`src/rtl/core/stable_event_priority_queue_assert.svh`:
```
// Assertion macros shared by the event queue RTL.
// Each macro expands to one labelled concurrent assertion on a rising clock edge.
`ifndef STABLE_EVENT_PRIORITY_QUEUE_ASSERT_SVH
`define STABLE_EVENT_PRIORITY_QUEUE_ASSERT_SVH

// The condition holds at every edge outside reset.
`define SEPQ_ASSERT_ALWAYS(label, clk, rst_n, cond, msg) \
    label: assert property (@(posedge clk) disable iff (!rst_n) (cond)) else $error(msg);

// The consequent holds in the same cycle as the antecedent.
`define SEPQ_ASSERT_IMP(label, clk, rst_n, ante, cons, msg) \
    label: assert property (@(posedge clk) disable iff (!rst_n) (ante) |-> (cons)) \
        else $error(msg);

// The consequent holds in the cycle after the antecedent.
`define SEPQ_ASSERT_NXT(label, clk, rst_n, ante, cons, msg) \
    label: assert property (@(posedge clk) disable iff (!rst_n) (ante) |=> (cons)) \
        else $error(msg);

`endif

```
`src/rtl/core/sepq_pkg.sv`:
```
// Shared definitions for the stable event priority queue.
// Holds default sizes, operation and status codes, and controller/datapath structs.
`timescale 1ns / 1ps
`default_nettype none

package sepq_pkg;

    // Default sizes, handed to the top-level parameters.
    localparam int DEF_QUEUE_DEPTH  = 64;
    localparam int DEF_NODE_ID_BITS = 14;
    localparam int DEF_TIME_BITS    = 16;

    // Operation selected by the request's mode bit.
    localparam logic MODE_INSERT = 1'b0;
    localparam logic MODE_REMOVE = 1'b1;

    // Result status codes.
    localparam logic [1:0] STATUS_OK    = 2'd0;
    localparam logic [1:0] STATUS_EMPTY = 2'd1;
    localparam logic [1:0] STATUS_FULL  = 2'd2;

    // Commands from the controller to the datapath.
    typedef struct packed {
        logic       load;     // latch the incoming request, hole at the tail
        logic       rd_prev;  // read the entry just before the hole
        logic       shift;    // move the read entry into the hole, hole moves down
        logic       place;    // write the new entry into the hole, count up
        logic       rd_head;  // read the head entry
        logic       pop;      // capture the head entry, head forward, count down
        logic       emit;     // load the output register
        logic [1:0] status;   // status code for the emitted result
    } t_dp_cmd;

    // Status from the datapath to the controller.
    typedef struct packed {
        logic empty;     // no entries held
        logic full;      // all entries in use
        logic hole_one;  // the hole sits at logical position one
        logic later;     // the read entry has a later time than the new one
        logic out_free;  // the output register can take a result this cycle
    } t_dp_sts;

endpackage

`default_nettype wire

```
`src/rtl/core/sepq_ram.sv`:
```
// Generic simple dual-port RAM: one write port, one read port with registered data.
// Standalone; no package dependencies.
`timescale 1ns / 1ps
`default_nettype none

module sepq_ram #(
    parameter int WIDTH = 31,
    parameter int DEPTH = 64
) (
    input  wire logic                     i_clk,
    input  wire logic                     i_wr_en,
    input  wire logic [$clog2(DEPTH)-1:0] i_wr_addr,
    input  wire logic [WIDTH-1:0]         i_wr_data,
    input  wire logic                     i_rd_en,
    input  wire logic [$clog2(DEPTH)-1:0] i_rd_addr,
    output logic      [WIDTH-1:0]         o_rd_data
);

    logic [WIDTH-1:0] r_mem [DEPTH];

    // Write port and registered read port.
    always_ff @(posedge i_clk) begin
        if (i_wr_en) begin
            r_mem[i_wr_addr] <= i_wr_data;
        end
        if (i_rd_en) begin
            o_rd_data <= r_mem[i_rd_addr];
        end
    end

endmodule

`default_nettype wire

```
`src/rtl/core/sepq_ctrl.sv`:
```
// Controller state machine for the event queue: sequences inserts and removes.
// Depends on sepq_pkg and the assertion macro header.
`timescale 1ns / 1ps
`default_nettype none

`include "stable_event_priority_queue_assert.svh"

module sepq_ctrl (
    input  wire logic             i_clk,
    input  wire logic             i_rst_n,
    input  wire logic             i_in_valid,
    input  wire logic             i_mode,
    output logic                  o_in_ready,
    input  wire sepq_pkg::t_dp_sts i_sts,
    output sepq_pkg::t_dp_cmd     o_cmd
);

    typedef enum logic [6:0] {
        S_IDLE    = 7'b0000001,
        S_INS_RD  = 7'b0000010,
        S_INS_CMP = 7'b0000100,
        S_INS_PUT = 7'b0001000,
        S_REM_RD  = 7'b0010000,
        S_REM_POP = 7'b0100000,
        S_DONE    = 7'b1000000
    } t_state;

    t_state     r_state, n_state;
    logic [1:0] r_status, n_status;
    logic       accept;
    logic       rem_empty;
    logic       flag_empty;

    assign o_in_ready = (r_state == S_IDLE);
    assign accept     = o_in_ready && i_in_valid;

    // A remove taken while the queue is empty, and the flagged result it must lead to.
    assign rem_empty  = accept && (i_mode == sepq_pkg::MODE_REMOVE) && i_sts.empty;
    assign flag_empty = (r_state == S_DONE) && (r_status == sepq_pkg::STATUS_EMPTY);

    // Next state and command decode.
    always_comb begin
        n_state  = r_state;
        n_status = r_status;
        o_cmd    = '0;
        o_cmd.status = r_status;
        case (r_state)
            S_IDLE: begin
                if (accept) begin
                    o_cmd.load = 1'b1;
                    n_status   = sepq_pkg::STATUS_OK;
                    if (i_mode == sepq_pkg::MODE_INSERT) begin
                        if (i_sts.full) begin
                            n_status = sepq_pkg::STATUS_FULL;
                            n_state  = S_DONE;
                        end else if (i_sts.empty) begin
                            n_state = S_INS_PUT;
                        end else begin
                            n_state = S_INS_RD;
                        end
                    end else begin
                        if (i_sts.empty) begin
                            n_status = sepq_pkg::STATUS_EMPTY;
                            n_state  = S_DONE;
                        end else begin
                            n_state = S_REM_RD;
                        end
                    end
                end
            end
            S_INS_RD: begin
                o_cmd.rd_prev = 1'b1;
                n_state       = S_INS_CMP;
            end
            S_INS_CMP: begin
                if (i_sts.later) begin
                    o_cmd.shift = 1'b1;
                    n_state     = i_sts.hole_one ? S_INS_PUT : S_INS_RD;
                end else begin
                    n_state = S_INS_PUT;
                end
            end
            S_INS_PUT: begin
                o_cmd.place = 1'b1;
                n_state     = S_DONE;
            end
            S_REM_RD: begin
                o_cmd.rd_head = 1'b1;
                n_state       = S_REM_POP;
            end
            S_REM_POP: begin
                o_cmd.pop = 1'b1;
                n_state   = S_DONE;
            end
            S_DONE: begin
                if (i_sts.out_free) begin
                    o_cmd.emit = 1'b1;
                    n_state    = S_IDLE;
                end
            end
            default: begin
                n_state = S_IDLE;
            end
        endcase
    end

    // State register.
    always_ff @(posedge i_clk) begin
        if (!i_rst_n) begin
            r_state  <= S_IDLE;
            r_status <= sepq_pkg::STATUS_OK;
        end else begin
            r_state  <= n_state;
            r_status <= n_status;
        end
    end

    `SEPQ_ASSERT_ALWAYS(a_state_onehot, i_clk, i_rst_n, $onehot(r_state), "state not one-hot")
    `SEPQ_ASSERT_NXT(a_emit_to_idle, i_clk, i_rst_n, o_cmd.emit, r_state == S_IDLE, "no return to idle after emit")
    `SEPQ_ASSERT_NXT(a_empty_flag, i_clk, i_rst_n, rem_empty, flag_empty, "empty remove not flagged")

endmodule

`default_nettype wire

```
`src/rtl/core/sepq_datapath.sv`:
```
// Datapath for the event queue: circular sorted store in RAM, pointers and output register.
// Depends on sepq_pkg, sepq_ram and the assertion macro header.
`timescale 1ns / 1ps
`default_nettype none

`include "stable_event_priority_queue_assert.svh"

module sepq_datapath #(
    parameter int QUEUE_DEPTH  = sepq_pkg::DEF_QUEUE_DEPTH,
    parameter int NODE_ID_BITS = sepq_pkg::DEF_NODE_ID_BITS,
    parameter int TIME_BITS    = sepq_pkg::DEF_TIME_BITS,
    parameter int OUT_W        = 40
) (
    input  wire logic                    i_clk,
    input  wire logic                    i_rst_n,
    input  wire logic [NODE_ID_BITS-1:0] i_node,
    input  wire logic [TIME_BITS-1:0]    i_time,
    input  wire logic                    i_action,
    input  wire sepq_pkg::t_dp_cmd       i_cmd,
    output sepq_pkg::t_dp_sts            o_sts,
    output logic                         o_m_valid,
    input  wire logic                    i_m_ready,
    output logic [OUT_W-1:0]             o_m_data,
    output logic [1:0]                   o_m_status
);

    localparam int AW      = $clog2(QUEUE_DEPTH);
    localparam int CW      = $clog2(QUEUE_DEPTH + 1);
    localparam int ENTRY_W = NODE_ID_BITS + TIME_BITS + 1;
    localparam logic [AW:0]   DEPTH_W = (AW + 1)'(QUEUE_DEPTH);
    localparam logic [CW-1:0] DEPTH_C = CW'(QUEUE_DEPTH);
    localparam logic [AW-1:0] LAST_A  = AW'(QUEUE_DEPTH - 1);

    // Entry layout from the lowest bit: node, time, action.
    logic [ENTRY_W-1:0]      r_new;
    logic [AW-1:0]           r_head;
    logic [AW-1:0]           r_hole;
    logic [CW-1:0]           r_count;
    logic [NODE_ID_BITS-1:0] r_res_node;
    logic [TIME_BITS-1:0]    r_res_time;
    logic                    r_res_action;
    logic                    r_m_valid;
    logic [OUT_W-1:0]        r_m_data;
    logic [1:0]              r_m_status;

    logic               wr_en, rd_en;
    logic [AW-1:0]      wr_addr, rd_addr;
    logic [ENTRY_W-1:0] wr_data, rd_data;
    logic [TIME_BITS-1:0] rd_time, new_time;

    // Logical position to RAM address, wrapping once past the end.
    function automatic logic [AW-1:0] phys(input logic [AW-1:0] head, input logic [AW-1:0] k);
        logic [AW:0] sum;
        sum = {1'b0, head} + {1'b0, k};
        if (sum >= DEPTH_W) begin
            sum = sum - DEPTH_W;
        end
        return sum[AW-1:0];
    endfunction

    assign rd_time  = rd_data[NODE_ID_BITS +: TIME_BITS];
    assign new_time = r_new[NODE_ID_BITS +: TIME_BITS];

    // RAM port control.
    assign wr_en   = i_cmd.shift | i_cmd.place;
    assign wr_addr = phys(r_head, r_hole);
    assign wr_data = i_cmd.shift ? rd_data : r_new;
    assign rd_en   = i_cmd.rd_prev | i_cmd.rd_head;
    assign rd_addr = i_cmd.rd_head ? r_head : phys(r_head, r_hole - AW'(1));

    sepq_ram #(
        .WIDTH (ENTRY_W),
        .DEPTH (QUEUE_DEPTH)
    ) u_store (
        .i_clk     (i_clk),
        .i_wr_en   (wr_en),
        .i_wr_addr (wr_addr),
        .i_wr_data (wr_data),
        .i_rd_en   (rd_en),
        .i_rd_addr (rd_addr),
        .o_rd_data (rd_data)
    );

    // Status towards the controller.
    assign o_sts.empty    = (r_count == '0);
    assign o_sts.full     = (r_count == DEPTH_C);
    assign o_sts.hole_one = (r_hole == AW'(1));
    assign o_sts.later    = (rd_time > new_time);
    assign o_sts.out_free = !r_m_valid || i_m_ready;

    // Pointers and fill count.
    always_ff @(posedge i_clk) begin
        if (!i_rst_n) begin
            r_head  <= '0;
            r_count <= '0;
        end else begin
            if (i_cmd.place) begin
                r_count <= r_count + CW'(1);
            end else if (i_cmd.pop) begin
                r_count <= r_count - CW'(1);
                r_head  <= (r_head == LAST_A) ? '0 : r_head + AW'(1);
            end
        end
    end

    // Request latch, insertion hole and removed entry.
    always_ff @(posedge i_clk) begin
        if (i_cmd.load) begin
            r_new        <= {i_action, i_time, i_node};
            r_hole       <= r_count[AW-1:0];
            r_res_node   <= '0;
            r_res_time   <= '0;
            r_res_action <= 1'b0;
        end else begin
            if (i_cmd.shift) begin
                r_hole <= r_hole - AW'(1);
            end
            if (i_cmd.pop) begin
                r_res_node   <= rd_data[NODE_ID_BITS-1:0];
                r_res_time   <= rd_time;
                r_res_action <= rd_data[ENTRY_W-1];
            end
        end
    end

    // Output register: holds a result until the downstream side takes it.
    always_ff @(posedge i_clk) begin
        if (!i_rst_n) begin
            r_m_valid <= 1'b0;
        end else if (i_cmd.emit) begin
            r_m_valid <= 1'b1;
        end else if (i_m_ready) begin
            r_m_valid <= 1'b0;
        end
    end

    always_ff @(posedge i_clk) begin
        if (i_cmd.emit) begin
            r_m_data   <= OUT_W'({r_count, r_res_action, r_res_time, r_res_node});
            r_m_status <= i_cmd.status;
        end
    end

    assign o_m_valid  = r_m_valid;
    assign o_m_data   = r_m_data;
    assign o_m_status = r_m_status;

    `SEPQ_ASSERT_ALWAYS(a_count_range, i_clk, i_rst_n, r_count <= DEPTH_C, "fill count beyond depth")
    `SEPQ_ASSERT_NXT(a_place_count, i_clk, i_rst_n, i_cmd.place, r_count == $past(r_count) + CW'(1), "insert did not raise count")
    `SEPQ_ASSERT_IMP(a_pop_nonempty, i_clk, i_rst_n, i_cmd.pop || i_cmd.rd_head, r_count != '0, "head read on empty store")

endmodule

`default_nettype wire

```
`src/rtl/core/stable_event_priority_queue.sv`:
```
// Channel      | Dir | Fields (lowest bit first)
// s_axis       | in  | tdata: node_id, event_time, action_kind; tuser: mode
// m_axis       | out | tdata: out_node, out_time, out_action, occupancy; tuser: status
//
// One request at a time. Once accepted, a remove reads and pops the head entry; an insert
// reads and shifts up each held entry with a later time (a read and a write on the entry
// RAM each), skips the final read and compare at the front, then writes the new entry. A
// remove on an empty queue or an insert on a full one does neither. Each then loads the
// output register; s_axis_tready rises again on the edge that raises m_axis_tvalid. A result
// waits there while the next request is taken; only a second one stalls behind an untaken one.
// Reset is synchronous, active low; it empties the queue, no clearing pass is run.
// Top level of the stable event priority queue; depends on sepq_pkg, sepq_ctrl, sepq_datapath.
`timescale 1ns / 1ps
`default_nettype none

module stable_event_priority_queue #(
    parameter int QUEUE_DEPTH  = sepq_pkg::DEF_QUEUE_DEPTH,
    parameter int NODE_ID_BITS = sepq_pkg::DEF_NODE_ID_BITS,
    parameter int TIME_BITS    = sepq_pkg::DEF_TIME_BITS,
    parameter int IN_W  = ((NODE_ID_BITS + TIME_BITS + 1 + 7) / 8) * 8,
    parameter int OUT_W = ((NODE_ID_BITS + TIME_BITS + 1 + $clog2(QUEUE_DEPTH + 1) + 7) / 8) * 8
) (
    input  wire logic             i_clk,
    input  wire logic             i_rst_n,
    input  wire logic             s_axis_tvalid,
    output logic                  s_axis_tready,
    input  wire logic [IN_W-1:0]  s_axis_tdata,   // node_id, event_time, action_kind
    input  wire logic             s_axis_tuser,   // mode
    output logic                  m_axis_tvalid,
    input  wire logic             m_axis_tready,
    output logic [OUT_W-1:0]      m_axis_tdata,   // out_node, out_time, out_action, occupancy
    output logic [1:0]            m_axis_tuser    // status
);

    sepq_pkg::t_dp_cmd cmd;
    sepq_pkg::t_dp_sts sts;

    sepq_ctrl u_ctrl (
        .i_clk      (i_clk),
        .i_rst_n    (i_rst_n),
        .i_in_valid (s_axis_tvalid),
        .i_mode     (s_axis_tuser),
        .o_in_ready (s_axis_tready),
        .i_sts      (sts),
        .o_cmd      (cmd)
    );

    sepq_datapath #(
        .QUEUE_DEPTH  (QUEUE_DEPTH),
        .NODE_ID_BITS (NODE_ID_BITS),
        .TIME_BITS    (TIME_BITS),
        .OUT_W        (OUT_W)
    ) u_dp (
        .i_clk      (i_clk),
        .i_rst_n    (i_rst_n),
        .i_node     (s_axis_tdata[NODE_ID_BITS-1:0]),
        .i_time     (s_axis_tdata[NODE_ID_BITS +: TIME_BITS]),
        .i_action   (s_axis_tdata[NODE_ID_BITS + TIME_BITS]),
        .i_cmd      (cmd),
        .o_sts      (sts),
        .o_m_valid  (m_axis_tvalid),
        .i_m_ready  (m_axis_tready),
        .o_m_data   (m_axis_tdata),
        .o_m_status (m_axis_tuser)
    );

endmodule

`default_nettype wire

```
`config.mk`:
```
export PLATFORM = sky130hd
export DESIGN_NAME = stable_event_priority_queue
export DESIGN_NICKNAME = d
export VERILOG_FILES = /design/src/rtl/core/sepq_pkg.sv /design/src/rtl/core/sepq_ram.sv /design/src/rtl/core/sepq_ctrl.sv /design/src/rtl/core/sepq_datapath.sv /design/src/rtl/core/stable_event_priority_queue.sv
export VERILOG_INCLUDE_DIRS = /design/src /design/src/rtl/core
export SDC_FILE = /design/constraint.sdc
export NUM_CORES = 2
export LEC_CHECK = 0
export ABC_CLOCK_PERIOD_IN_PS = 5400
export BUFFER_PORTS_ARGS = -buffer_cell sky130_fd_sc_hd__buf_2
export CAP_MARGIN = 10
export CORE_ASPECT_RATIO = 1.1
export CORE_MARGIN = 1
export CORE_UTILIZATION = 50
export CTS_CLUSTER_DIAMETER = 60
export DETAILED_ROUTE_END_ITERATION = 8
export PLACE_DENSITY = 0.71
export SLEW_MARGIN = 10
export SYNTH_ARGS = -nofsm -noshare
export SYNTH_HDL_FRONTEND = slang
export SYNTH_SLANG_ARGS = --single-unit
```
`constraint.sdc`:
```
create_clock -name i_clk -period 5.4 [get_ports i_clk]
set_input_delay 1.08 -clock i_clk [delete_from_list [all_inputs] [get_ports i_clk]]
set_output_delay 1.08 -clock i_clk [all_outputs]
set_load 0.01 [all_outputs]
```
== Word-level counts from Yosys, hierarchy flattened ==
Memories as Yosys holds them, arrays and structs flattened. A register that Yosys moved wholly into a read port is not among the register bits.
Cells that the tools add are included.
Widths: inputs -> output; s select.

* Register bits after elaboration: 131
* Memory bits (writable): 1984
* Word-level logic and storage cells: 85
* Memories: 1
* Output and inout bits: 44

* Mux-type cells: 35
* Order comparisons: 3
* Reduce and logical (&&, ||, !) cells: 11
* Bitwise gates (word level): 3
* Equality and inequality tests: 12
* $add $sub $neg: 8

{| class="wikitable"
|+ Memories
! memory !! depth !! bits a word !! read ports !! clocked after Yosys merged registers in !! write ports !! RTL line !! RTL
|-
| u_dp.u_store.r_mem || 64 || 31 || 1 || 1 || 1 || sepq_ram.sv:19 || <nowiki>logic [WIDTH-1:0] r_mem [DEPTH];</nowiki>
|}

{| class="wikitable"
|+ Operators with widths
! kind !! number
|-
| $mux 7 || 8
|-
| $pmux 7 s6 || 1
|-
| $mux 6 || 6
|-
| $mux 31 || 1
|-
| $sub 6x1->6 const B || 3
|-
| $gt 16x16->1 || 1
|-
| $mux 1 || 15
|-
| $add 6x6->7 || 2
|-
| $eq 7x7->1 const B || 2
|-
| $ge 7x7->1 const B || 2
|-
| $mux 4 || 2
|-
| $add 7x1->7 const B || 1
|-
| $eq 7x1->1 const B || 1
|-
| $eq 7x2->1 const B || 1
|-
| $eq 7x3->1 const B || 1
|-
| $eq 7x4->1 const B || 1
|-
| $eq 7x5->1 const B || 1
|-
| $eq 7x6->1 const B || 1
|-
| $logic_not 7->1 || 1
|-
| $sub 7x1->7 const B || 1
|-
| $add 6x1->6 const B || 1
|-
| $eq 6x1->1 const B || 1
|-
| $eq 6x6->1 const B || 1
|-
| $reduce_and 2->1 || 3
|-
| other kinds (9) || 14
|}

== Logic depth before layout (Yosys ltp) ==
* Depth in word-level cells: 6
* Depth in mapped cells: 15

== By module ==
A second synthesis with hierarchy kept.

* Cells, all modules: 3948
* Area total of the unflattened synthesis: 82770.6 um^2

{| class="wikitable"
|+ By module, submodules not included
! module !! cells each !! instances !! area each (um^2)
|-
| sepq_ram || 3418 || 1 || 76616.0
|-
| sepq_datapath || 469 || 1 || 5627.9
|-
| sepq_ctrl || 61 || 1 || 526.8
|}

== Least setup slack after synthesis ==
OpenSTA, ideal clock, no wires.

* Kind: register -> register
* From: reg u_dp.u_store.o_rd_data[29] (read register of u_dp.u_store.r_mem)
* To: mem u_dp.u_store.r_mem[18][0], enable pin
* Arrival: 5087 ps
* Data required time: 4903 ps
* Setup time: 497 ps
* Slack: -185 ps
* Cell stages (with the launch flop): 10
* Path through: edfxtp_1 ha_1 nand4_1 or2_2 a21oi_1 o211ai_1 and2_1 clkbuf_1 clkbuf_1 nor4_1

* Longest elaborated chain between the ends: 6

{| class="wikitable"
|+ Ends and longest elaborated chain
! what !! RTL line !! RTL
|-
| from (decl) || sepq_ram.sv:16 || <nowiki>output logic [WIDTH-1:0] o_rd_data</nowiki>
|-
| $gt 16x16->1 || sepq_datapath.sv:88 || <nowiki>assign o_sts.later = (rd_time > new_time);</nowiki>
|-
| $mux 1 || sepq_ctrl.sv:76 || <nowiki>if (i_sts.later) begin</nowiki>
|-
| $mux 1 || sepq_ctrl.sv:47 || <nowiki>case (r_state)</nowiki>
|-
| $or 1x1->1 || sepq_datapath.sv:65 || <nowiki>assign wr_en = i_cmd.shift | i_cmd.place;</nowiki>
|-
| $mux 1 || sepq_ram.sv:23 || <nowiki>if (i_wr_en) begin</nowiki>
|-
| $mux 1 (not written as such) || sepq_ram.sv:24 || <nowiki>r_mem[i_wr_addr] <= i_wr_data;</nowiki>
|-
| to (decl) || sepq_ram.sv:19 ||
|}

Every way passes these cells.

== Final worst setup path ==
* From: reg u_dp.r_hole[1]
* To: reg u_dp.u_store.o_rd_data[23] (read register of u_dp.u_store.r_mem), data pin

* Longest elaborated chain between the ends: 5
* Elaborated cells on any way between the ends: 6
* Classes of those cells: add/sub (3); order compare (1); mux (2)

{| class="wikitable"
|+ Ends and longest elaborated chain
! what !! RTL line !! RTL
|-
| from (decl) || sepq_datapath.sv:37 || <nowiki>logic [AW-1:0] r_hole;</nowiki>
|-
| from (signal assigned) || sepq_datapath.sv:110 || <nowiki>r_hole <= r_count[AW-1:0];</nowiki>
|-
| from (signal assigned) || sepq_datapath.sv:116 || <nowiki>r_hole <= r_hole - AW'(1);</nowiki>
|-
| $sub 6x1->6 (*) || sepq_datapath.sv:69 || <nowiki>assign rd_addr = i_cmd.rd_head ? r_head : phys(r_head, r_hole - AW'(1));</nowiki>
|-
| $add 6x6->7 (*) || sepq_datapath.sv:54 || <nowiki>sum = {1'b0, head} + {1'b0, k};</nowiki>
|-
| $sub 6x1->6 / $ge 7x7->1 (equally long branches) || sepq_datapath.sv:56, sepq_datapath.sv:55 ||
|-
| $mux 6 (*) || sepq_datapath.sv:55 || <nowiki>if (sum >= DEPTH_W) begin</nowiki>
|-
| $mux 6 (*) || sepq_datapath.sv:69 ||
|}

Every way passes the cells marked *; elsewhere a longest branch is shown, timed or not.
A chain may end at the register's enable or synchronous reset.

==> results.tsv <==
metric	value	unit
vias_per_cell	6.21	
drive_gt1_share	17.1	%
die_h	430	um
vias	47400	
min_period	4.66	ns
finalHoldViolCount	0	
stdcell_area	93700	sq um
crit_type	register to register	
syn_area_per_cell	16.4	sq um
slowest_stage	buf_4	
crit_cells	13	
maxSlewHeadroom	14.3	%
ir_worst_vdd	0.670	mV
dp.cells	7268	
path_cells	inv_1 > ha_1 > inv_1 > ha_1 > a211oi_1 > o21ai_0 > o21ai_4 > buf_4 > buf_4 > a31oi_1 > nand4_1 > a21boi_0 > a2111o_1	
core-area	165000	sq um
syn_inst	5072	
wl_per_cell	28.5	um
pre_cts_ws	0.957	ns
fmax	215	MHz
clk_pin_slew	0.07	ns
arrival	5.25	ns
rsz0062_at_grt	false	
yosys.area.top_type_share	75.5	%
place_congestion	0.859	
cts_root_buf	clkbuf_16	
reg2regPathDepth	13	
nNetsFinal	5328	
fin_cells	7628	
io_pins	81	
synth_compound_area_share	3.98	%
worstSkewPairLatency	0.85	ns
setup_ws	0.742	ns
tightest_slew	1.29	ns
hold_buffers	0	
synth-xor-area-share	0.284	%
slew_violations	0	
yosys.area.top_type	edfxtp_1	
synth_adder_area_share	0.584	%
critPathCaptureType	register	
drc	0	
routed_wl	217000	um
crit_path_start	u_dp.r_hole[1]	
cts-buffers-inserted	196	
synth_edf_count	2092	
async_reset_ff_share	0	%
cp-endpoint	u_dp.u_store.o_rd_data[23]	
setup_violations	0	
synthSimpleGateAreaFrac	9.29	%
rows	156	
post_cts_buffers	0	
holdCritPathClass	input port to register	
status	finished clean	
drt-pass1-iter-count	7	
powerDensity	568	nW/um^2
tns	0	ns
dp_hpwl	115000	um
drt_iter0_markers	6914	
grt_pass1_vias	45700	
cts_sinks	2146	
syn_to_final_growth	12.7	%
syn_area	83200	sq um
period_share	86.3	%
yosys_most_used_dff	edfxtp_1	
ys_types	53	
ys_top_cells_by_area	edfxtp_1 (76%), mux4_2 (6.7%), nand2_1 (5.0%)	
die_w	391	um
p_leak	30.4	nW
grtUsageTotal	25.8	%
crit_family	compound AO/OA/AOI/OAI gates	
r2r_end	u_dp.u_store.o_rd_data[23]	
critPathMaxFanout	49	
tritoncts	yes	
yosysWarnings	0	
yosysSeqAreaShare	76.8	%
synth.most_common_cell	edfxtp_1	
synth_top_family_by_area	simple AND/OR/NAND/NOR gates	
overflow	0	
placed_cell_area	87500	sq um
htreeDepth	4	
synth_mux_area_share	7.23	%
ant_nets	0	
portBuffers	77	
max_stage_delay	0.72	ns
synth_common_cells	edfxtp_1 (2092), nand2_1 (1117), nand3_1 (380)	
clockBufferDepth	3	
grt_antenna_before_repair	12	
dieArea	168000	sq um
worstReg2RegStart	u_dp.r_hole[1]	
initial_core_util	50.5	%
ys_seq_elements	2146	
final_util	56.9	%
cp-start-kind	register	
post_cts_resize_count	0	
grt_max_degree	90	
drv_cap	0	
ff2ff_setup_slack	0.74	ns
grt_pass1_wl	311000	um
cp.required	5.99	ns
finClkSkew	0.0263	ns
cp_num_buf_inv	4	
final cells by class:
class                   count  area (sq um)
fillers                 12200         71000
multi-input cells        2592         18400
clock inverters           111          1040
repair buffers            290          2380
diodes                      3          7.51
inverters                  28           105
clock buffers             246          5160
flip-flops and latches   2146         63900
well taps                2212          2770
layer usage:
| layer | track usage, % | wire length (um) | vias to the layer above |
|---|---|---|---|
| met2 | 41.2 | 103000 | 2851 |
| met5 | 0 | 79 | - |
| met4 | 12.6 | 11100 | 10 |
| met3 | 5.14 | 24500 | 468 |
| met1 | 34.0 | 78300 | 24000 |
| li1 | - | - | 20000 |
kinds of logic (layout without fill, tap and decap cells):
kind of cell | Yosys count | count (layout)
buf+inv | 335 | 675
compound gates | 468 | 468
other cells | 1 | 5
flops | 2146 | 2146
simple gates | 1771 | 1771
xor+xnor | 27 | 27
fa+ha+maj | 37 | 37
mux | 287 | 287
registers in the layout (all words and copies together), names as in the netlist, 7 cells and up:
register	flops
u_ctrl.r_state	7
u_dp.o_m_data	38
u_dp.u_store.r_mem	1984
u_dp.r_res_time	16
u_dp.r_count	7
u_dp.u_store.o_rd_data	31
u_dp.r_new	31
u_dp.r_res_node	14
worst min path at each step:
stage | startpoint | end | slack (ns) | depth (start not counted)
after detailed placement | u_dp.r_res_node[8] | u_dp.o_m_data[8] | 0.42 | 0
final | s_axis_tdata[0] | u_dp.r_new[0] | 0.40 | 1
after CTS | s_axis_tdata[21] | u_dp.r_new[21] | 0.36 | 1
after global routing | s_axis_tdata[21] | u_dp.r_new[21] | 0.39 | 1
after global placement | u_dp.r_res_time[4] | u_dp.o_m_data[18] | 0.42 | 0
after floorplan | u_dp.r_res_node[0] | u_dp.o_m_data[0] | 0.41 | 0
placed cells by master, fill, tap and decap left out, drive strengths merged, types with 4 or more instances in the layout:
master / synthesis / final
nor2: 43 / 43
nand3: 380 / 380
mux4: 248 / 248
clkbuf: 156 / 246
clkinvlp: 0 / 6
a21boi: 93 / 93
nand4: 131 / 131
bufinv: 0 / 15
and2: 6 / 6
a2111o: 31 / 31
mux2i: 6 / 6
xnor2: 15 / 15
o21ai: 11 / 11
a21oi: 57 / 57
nor2b: 5 / 5
nor3: 5 / 5
nand3b: 6 / 6
clkinv: 0 / 80
nand2: 1117 / 1117
inv: 28 / 38
xor2: 12 / 12
a22oi: 125 / 125
a21o: 12 / 12
mux2: 33 / 33
dfxtp: 54 / 54
edfxtp: 2092 / 2092
buf: 151 / 290
ha: 34 / 34
a31oi: 124 / 124
o21bai: 4 / 4
nor4: 65 / 65
power by group:
part	switching, mW	total, mW	internal, mW
clock	6.04	13.5	7.51
sequential	0.147	19.8	19.6
combinational	13.6	19.9	6.34
total	19.8	53.3	33.5
through the flow:
stage | total power, mW | hold slack [ns]
4_1_cts | 53.1 | 0.359
2_1_floorplan | 31.5 | 0.408
6_report | 53.3 | 0.404
3_5_place_dp | 39.7 | 0.417
3_3_place_gp | 39.4 | 0.415
5_1_grt | 54.8 | 0.388
Note: power is estimated with default switching activity, not from simulation.
